## src/rtl/core/ovn_pkg.sv

```systemverilog
// Shared constants and types for the octave value noise generator.
// No dependencies; every other file refers to it by scoped names.
package ovn_pkg;

   localparam int unsigned MAX_OCTAVES_DEF = 8;

   localparam int unsigned POS_W     = 32;
   localparam int unsigned OUT_W     = 32;
   localparam int unsigned COUNT_W   = 4;
   localparam int unsigned PERS_W    = 18;
   localparam int unsigned CSR_IDX_W = 2;
   localparam int unsigned CSR_DAT_W = 18;

   // Register indexes on the configuration port.
   localparam logic [CSR_IDX_W-1:0] REG_OCTAVE_COUNT = 2'd0;
   localparam logic [CSR_IDX_W-1:0] REG_PERSISTENCE  = 2'd1;

   localparam logic [COUNT_W-1:0] OCTAVE_COUNT_RST = 4'd5;
   localparam logic [PERS_W-1:0]  PERSISTENCE_RST  = 18'd65536;

   // Internal arithmetic widths.
   localparam int unsigned FRAC_W    = 17;  // signed fraction, Q.16
   localparam int unsigned WEIGHT_W  = 20;  // signed smoothstep weight, Q.16
   localparam int unsigned VALUE_W   = 32;  // signed lattice value, Q2.30
   localparam int unsigned BLEND_W   = 30;  // signed blend, Q.24
   localparam int unsigned AMP_W     = 31;  // unsigned amplitude, Q.16
   localparam int unsigned CONTRIB_W = 46;  // signed octave contribution, Q.24
   localparam int unsigned SUM_W     = CONTRIB_W + 4;

   // Lane stages plus the summing stages.
   localparam int unsigned LANE_DEPTH = 8;
   localparam int unsigned SUM_DEPTH  = 3;
   localparam int unsigned PIPE_DEPTH = LANE_DEPTH + SUM_DEPTH;

   // Integer hash constants.
   localparam int unsigned HASH_SHIFT  = 13;
   localparam logic [31:0] HASH_MUL_A  = 32'd15731;
   localparam logic [31:0] HASH_ADD_B  = 32'd789221;
   localparam logic [31:0] HASH_ADD_C  = 32'd1376312589;
   localparam logic [31:0] LATTICE_ONE = 32'h4000_0000;

   localparam logic signed [WEIGHT_W-1:0] WEIGHT_ONE = 20'sd65536;

   typedef logic [AMP_W-1:0]            amp_type;
   typedef logic signed [CONTRIB_W-1:0] contrib_type;

endpackage

```

## src/rtl/core/ovn_amp.sv

```systemverilog
// Per-octave amplitude table, recomputed after each persistence write.
// One shared multiplier, one entry per cycle; depends on ovn_pkg.
module ovn_amp #(
   parameter int unsigned NUM_LANES = 7
) (
   input  logic                              clock,
   input  logic                              reset,
   input  logic                              pers_write,
   input  logic [ovn_pkg::PERS_W-1:0]        pers_data,
   output ovn_pkg::amp_type                  amp [NUM_LANES],
   output logic                              busy
);

   localparam int unsigned CNT_W = (NUM_LANES > 1) ? $clog2(NUM_LANES) : 1;

   logic [ovn_pkg::PERS_W-1:0] pers_ff;
   ovn_pkg::amp_type           amp_ff [NUM_LANES];
   logic                       busy_ff;
   logic [CNT_W-1:0]           src_ff;

   logic [ovn_pkg::AMP_W+ovn_pkg::PERS_W-1:0] prod;
   logic [ovn_pkg::AMP_W+ovn_pkg::PERS_W-1:0] prod_rnd;

   assign prod     = amp_ff[src_ff] * pers_ff;
   assign prod_rnd = prod + ((ovn_pkg::AMP_W + ovn_pkg::PERS_W)'(1) << 15);

   always_ff @(posedge clock) begin
      if (reset) begin
         pers_ff <= ovn_pkg::PERSISTENCE_RST;
         busy_ff <= 1'b0;
         src_ff  <= '0;
         for (int i = 0; i < NUM_LANES; i++) begin
            amp_ff[i] <= ovn_pkg::AMP_W'(ovn_pkg::PERSISTENCE_RST);
         end
      end else if (pers_write) begin
         pers_ff   <= pers_data;
         amp_ff[0] <= ovn_pkg::AMP_W'(pers_data);
         busy_ff   <= (NUM_LANES > 1);
         src_ff    <= '0;
      end else if (busy_ff) begin
         // Each entry is the previous one times persistence, rounded to Q.16.
         if (NUM_LANES > 1) begin
            amp_ff[CNT_W'(src_ff + 1'b1)] <= prod_rnd[ovn_pkg::AMP_W+15:16];
         end
         src_ff <= src_ff + 1'b1;
         if (src_ff == CNT_W'(NUM_LANES - 2)) begin
            busy_ff <= 1'b0;
         end
      end
   end

   assign amp  = amp_ff;
   assign busy = busy_ff;

endmodule

```

## config.mk

```make
export PLATFORM = sky130hd
export DESIGN_NAME = ovn_amp
export DESIGN_NICKNAME = d
export VERILOG_FILES = /design/src/rtl/core/ovn_pkg.sv /design/src/rtl/core/ovn_amp.sv
export SDC_FILE = /design/constraint.sdc
export NUM_CORES = 2
export LEC_CHECK = 0
export ABC_AREA = 0
export BUFFER_PORTS_ARGS = -buffer_cell sky130_fd_sc_hd__buf_2
export CAP_MARGIN = 20
export CORE_ASPECT_RATIO = 1.25
export CORE_MARGIN = 2
export CORE_UTILIZATION = 40
export CTS_BUF_LIST = sky130_fd_sc_hd__clkbuf_4 sky130_fd_sc_hd__clkbuf_8 sky130_fd_sc_hd__clkbuf_16
export CTS_CLUSTER_DIAMETER = 150
export CTS_CLUSTER_SIZE = 16
export DETAILED_ROUTE_END_ITERATION = 12
export HOLD_SLACK_MARGIN = 0.1
export PLACE_DENSITY = 0.62
export RECOVER_POWER = 100
export SLEW_MARGIN = 15
export SYNTH_ARGS = -nofsm -noshare
export SYNTH_HDL_FRONTEND = slang
export SYNTH_SLANG_ARGS = --single-unit
```

## constraint.sdc

```tcl
create_clock -name clock -period 9.27 [get_ports clock]
set_clock_uncertainty 0.05 [all_clocks]
set_input_delay 0.4635 -clock clock [delete_from_list [all_inputs] [get_ports clock]]
set_output_delay 0.4635 -clock clock [all_outputs]
set_load 0.005 [all_outputs]
```

After elaboration in Yosys (flattened, before gate mapping)

Cells that the tools add are included.

Word-level logic and storage cells: 36
Output and inout port bits: 218
Memories: 0
Bits in registers: 239
Latch bits: 0
Bits in read-only memories: 0
Memory bits (writable): 0
Bits of input ports: 21

Reduce and logical (&&, ||, !) cells: 4
Muxes and demuxes: 11
Equality and inequality tests: 1
Shift-type cells: 0
Bitwise gates (word level): 3
Order comparisons: 3
Add/sub/neg operators: 2
Divide/modulo/power cells: 0
Multiply operators: 1

Operator list:

| kind                                                        | count |
|---|---|
| bitwise mux 217 bit                                         | 1 |
| two-way mux 204 bit                                         | 1 |
| binary-select mux 31 bit (select 3 bit)                     | 1 |
| demux 31 bit (select 3 bit)                                 | 1 |
| two-way mux 31 bit                                          | 3 |
| adder 47 x 16 -> 47 bit (second input constant)             | 1 |
| multiplier 31 x 18 -> 47 bit                                | 1 |
| two-way mux 18 bit                                          | 1 |
| >= comparator 4 bit (second input constant)                 | 2 |
| inverter 3 -> 4 bit                                         | 2 |
| less-than comparator 4 x 1 -> 1 bit (second input constant) | 1 |
| adder 3 x 1 -> 3 bit (second input constant)                | 1 |
| equality test 3 bit (second input constant)                 | 1 |
| two-way mux 1 bit                                           | 3 |
| AND reduction 2 bit                                         | 1 |
| nonzero test 2 bit                                          | 1 |
| OR reduction 2 bit                                          | 1 |
| logical AND 1 bit                                           | 1 |
| inverter 1 bit                                              | 1 |

Depth between registers and ports, before layout

Depth after elaboration: 9
Depth in mapped cells: 32

Least setup slack after synthesis

No wires, ideal clock.

Path kind: register to register
From: reg src_ff[1]
To: reg amp_ff, in the netlist amp[215]
Data arrival time: 7899 ps
Cell stages (with the launch flop): 31
Buffers on the path: 5
Data required time: 9090 ps
Library setup time: 130 ps
Path slack: 1191 ps
Cell sequence: dfxtp_1 -> buf_4 -> buf_4 -> buf_2 -> buf_2 -> mux2i_1 -> nor2_1 -> a21oi_1 -> a21oi_1 -> clkbuf_1 -> nand2_1 -> fa_1 -> inv_1 -> fa_1 -> inv_1 -> fa_1 -> inv_1 -> fa_1 -> fa_1 -> inv_1 -> fa_1 -> inv_1 -> ha_1 -> nand2_1 -> or3_1 -> or3_1 -> or3_4 -> a311oi_4 -> a31oi_2 -> xor2_2 -> o21ai_1

Word-level cells in the longest chain between the ends: 7
Elaborated cells between the ends (all ways): 14
Classes of those cells: add/sub (2); mul (1); order compare (2); mux (6); bitwise (2); reduce/logical (1)

RTL lines:

| item                                                                                     | line                         | RTL |
|---|---|---|
| start: declaration                                                                       | ovn_amp.sv:19                | `logic [CNT_W-1:0] src_ff;` |
| start signal: assignment                                                                 | ovn_amp.sv:45                | `src_ff <= src_ff + 1'b1;` |
| inverter 3 -> 4 bit (not written as such) / adder 3 x 1 -> 3 bit (equally long branches) | ovn_amp.sv:24, ovn_amp.sv:43 |  |
| binary-select mux 31 bit (select 3 bit) / inverter 3 -> 4 bit (equally long branches)    | ovn_amp.sv:24, ovn_amp.sv:43 |  |
| two-way mux 31 bit (not written as such) (tied with other cells)                         | ovn_amp.sv:24                | `assign prod = amp_ff[src_ff] * pers_ff;` |
| two-way mux 31 bit (not written as such) / logical AND 1 bit (equally long branches)     | ovn_amp.sv:24, ovn_amp.sv:43 |  |
| multiplier 31 x 18 -> 47 bit / two-way mux 31 bit (equally long branches)                | ovn_amp.sv:24, ovn_amp.sv:43 |  |
| adder 47 x 16 -> 47 bit / demux 31 bit (select 3 bit) (equally long branches)            | ovn_amp.sv:25, ovn_amp.sv:43 |  |
| bitwise mux 217 bit (*)                                                                  | ovn_amp.sv:43                | `amp_ff[CNT_W'(src_ff + 1'b1)] <= prod_rnd[ovn_pkg::AMP_W+15:16];` |
| end signal: indexed assignment                                                           | ovn_amp.sv:33                | `amp_ff[i] <= ovn_pkg::AMP_W'(ovn_pkg::PERSISTENCE_RST);` |
| end signal: indexed assignment                                                           | ovn_amp.sv:43                |  |
| end: declaration                                                                         | ovn_amp.sv:17                | `ovn_pkg::amp_type amp_ff [NUM_LANES];` |

Every way passes the cells marked *; elsewhere a longest branch is shown, timed or not. The select of a mux whose other input is x is not followed.
A chain may end at the register's enable or synchronous reset.

Worst setup path after layout

From: reg src_ff[1]
To: reg amp_ff, in the netlist amp[214]

Same word-level chain as after synthesis.

==> flow_metrics.env <==
export IMPL_outcome="complete, but fails checks"
export IMPL_violations="capacitance limit, slew limit"
export IMPL_die_area_um2=73000
export IMPL_nNetsFinal=4129
export IMPL_ys_ff_latch=239
export IMPL_globalplace_congestion=0.954
export IMPL_cts_setup_buffers=0
export IMPL_cp_slowest_cell="dfxtp_4"
export IMPL_utilization_pct=44.1
export IMPL_synth_most_common_cell="nand2_1"
export IMPL_ys_types=80
export IMPL_worstPathRequired_ns=9.61
export IMPL_rows=109
export IMPL_viasPerCell=5.57
export IMPL_port_buffers=238
export IMPL_fin_setup_tns_ns=0
export IMPL_clock_power_share_pct=25.3
export IMPL_clock_fmax_mhz=114
export IMPL_synth_warnings=0
export IMPL_slowest_delay_ns=0.75
export IMPL_io_pins=239
export IMPL_seqPwrFrac_pct=37.0
export IMPL_setup_viol=0
export IMPL_min_period_over_period_pct=94.6
export IMPL_arrival_ns=9.11
export IMPL_fin_crit_ns=8.77
export IMPL_clk_pin_slew_ns=0.09
export IMPL_cellPowerDensity_nw_per_um2=95.9
export IMPL_dpl_hpwl_um=78000
export IMPL_fin_ws_ns=0.497
export IMPL_start_util_pct=40.2
export IMPL_yosys_area_top_type_share_pct=32.7
export IMPL_coreArea_um2=70500
export IMPL_yosysTopAreaCell="fa_1"
export IMPL_ctsHoldBuffers=0
export IMPL_avgSynthCellArea_um2=8.47
export IMPL_antenna_cells=0
export IMPL_place_ws_ns=0.429
export IMPL_wl_per_cell_um=22.3
export IMPL_hold_viol_final=0
export IMPL_syn_to_final_growth_pct=9.57
export IMPL_synth_edf_count=0
export IMPL_slew_headroom_pct=-105
export IMPL_yosysSeqAreaShare_pct=16.9
export IMPL_first_global_vias=25200
export IMPL_netlist_area_um2=28400
export IMPL_drv_cap=1
export IMPL_async_flop_share_pct=0
export IMPL_grt_setup_unrepaired="false"
export IMPL_swShare_pct=41.1
export IMPL_place_area_um2=30800
export IMPL_cts_buffers=18
export IMPL_postLayoutCellArea_um2=31100
export IMPL_switching_power_uw=1220
export IMPL_end_kind="register"
export IMPL_first_pass_iters=6
export IMPL_grt_pass1_wl_um=153000
export IMPL_drive_gt1_share_pct=7.89
export IMPL_drc_errors=0
export IMPL_synthTopCellsByCount="nand2_1, inv_1, fa_1"
export IMPL_dp_cells=4428
export IMPL_drtAntennaViolNets=0
export IMPL_leakage_uw=0.0137
export IMPL_htree_levels=1
export IMPL_cp_start_kind="register"
export IMPL_synth_flop_cell="dfxtp_1"
export IMPL_crit_path_frequent_cell="fa_1"
export IMPL_critical_path_class="register to register"
export IMPL_drt_iter0_markers=2067
export IMPL_path_max_fanout=24
export IMPL_die_height_um=302
export IMPL_cts_max_path_buffers=3
export IMPL_vias=24800
export IMPL_ctsRootBufferMaster="clkbuf_16"
export IMPL_die_w_um=242
export IMPL_track_usage_pct=27.3
export IMPL_tightest_slew_ns=3.07
export IMPL_grt_max_degree=90
export IMPL_yosys_top_cells_area="fa_1, dfxtp_1, nand2_1"
export IMPL_ir_worst_vdd_mv=0.154
export IMPL_cts_tree="yes"
export IMPL_overflow=0
export IMPL_wirelength_um=99400
export IMPL_clock_latency_ns=0.54
export IMPL_p_int_uw=1760
export IMPL_cts_resized=0
export IMPL_final_cells=4452
export IMPL_syn_nets=3968
export IMPL_syn_inst=3347
export IMPL_hp_class="input pin to register"
export IMPL_clock_sinks=239
export IMPL_final_max_slew_viol_count=42
export IMPL_p_comb_share_pct=37.7
export IMPL_antenna_found_initial=2
cell type report:
| type | instances | area (um^2) |
|---|---|---|
| Fill cell | 7162 | 39400 |
| Multi-Input combinational cell | 2360 | 20800 |
| Sequential cell | 239 | 4800 |
| Inverter | 545 | 2050 |
| Timing Repair Buffer | 344 | 1800 |
| Tap cell | 943 | 1180 |
| Clock buffer | 20 | 465 |
| Clock inverter | 1 | 16.3 |
state kept, by name (all words and copies together), names as in the netlist:
| name | flops |
|---|---|
| src_ff | 3 |
| busy | 1 |
| amp | 217 |
| pers_ff | 18 |
metal layers:
metal,global-route usage (%),share of wire [%],vias up
li1,-,-,10800
met1,33.0,37,12400
met2,47.8,49,1228
met3,3.82,7.8,294
met4,13.5,5.9,4
met5,0,0.026,-
critical path, delay by kind of cell (launching register included):
kind | cells | cell delay, ns
AO/OA/AOI/OAI | 5 | 1.83
multiplexers | 1 | 0.52
adder cells (fa/ha/maj) | 7 | 3.30
flip-flops | 1 | 0.75
AND/OR/NAND/NOR | 6 | 1.36
buffers and inverters | 6 | 0.75
cell families after synthesis:
family / synth area share, %
flops: 16.9
xor+xnor: 0.878
simple gates: 19.0
compound gates: 10.3
fa+ha+maj: 38.7
mux: 4.28
buf+inv: 9.98
placed cells by master, fill, tap and decap left out, types with 56 or more instances in the layout:
cell type and n:
buf_2 97, clkbuf_1 154, dfxtp_1 232, and2_1 198
nand3_1 104, ha_1 137, fa_1 463, nand2_1 603
nor2_1 121, buf_4 85, o21ai_0 77, inv_1 544
mux2i_1 56, a21oi_1 231
through the flow:
stage	hold slack, ns	power [uW]
global placement	0.401	2240
CTS	0.140	2980
detailed placement	0.410	2240
floorplan	0.411	1770
global route	0.181	3110
finish	0.153	2980
power by group through the flow:
stage / sequential (uW) / clock, uW / combinational [uW]
floorplan: 1090 / 0 / 682
global placement: 1130 / 0 / 1110
detailed placement: 1130 / 0 / 1110
CTS: 1100 / 756 / 1120
global route: 1100 / 793 / 1210
finish: 1100 / 755 / 1120
worst paths after layout:
| path | end | cells after the start | startpoint | slack [ns] |
|---|---|---|---|---|
| setup / recovery | amp[214]$_SDFFE_PP0P_ | 25 | src_ff[1]$_SDFFE_PP0P_ | 0.50 |
| hold / removal | pers_ff[0]$_SDFFE_PP0P_ | 3 | pers_data[0] | 0.15 |
| setup reg to reg | amp[214]$_SDFFE_PP0P_ | 25 | src_ff[1]$_SDFFE_PP0P_ | 0.50 |
| hold reg to reg | amp[82]$_SDFFE_PP0P_ | 2 | amp[82]$_SDFFE_PP0P_ | 0.42 |
(Power assumes the default switching activity.)
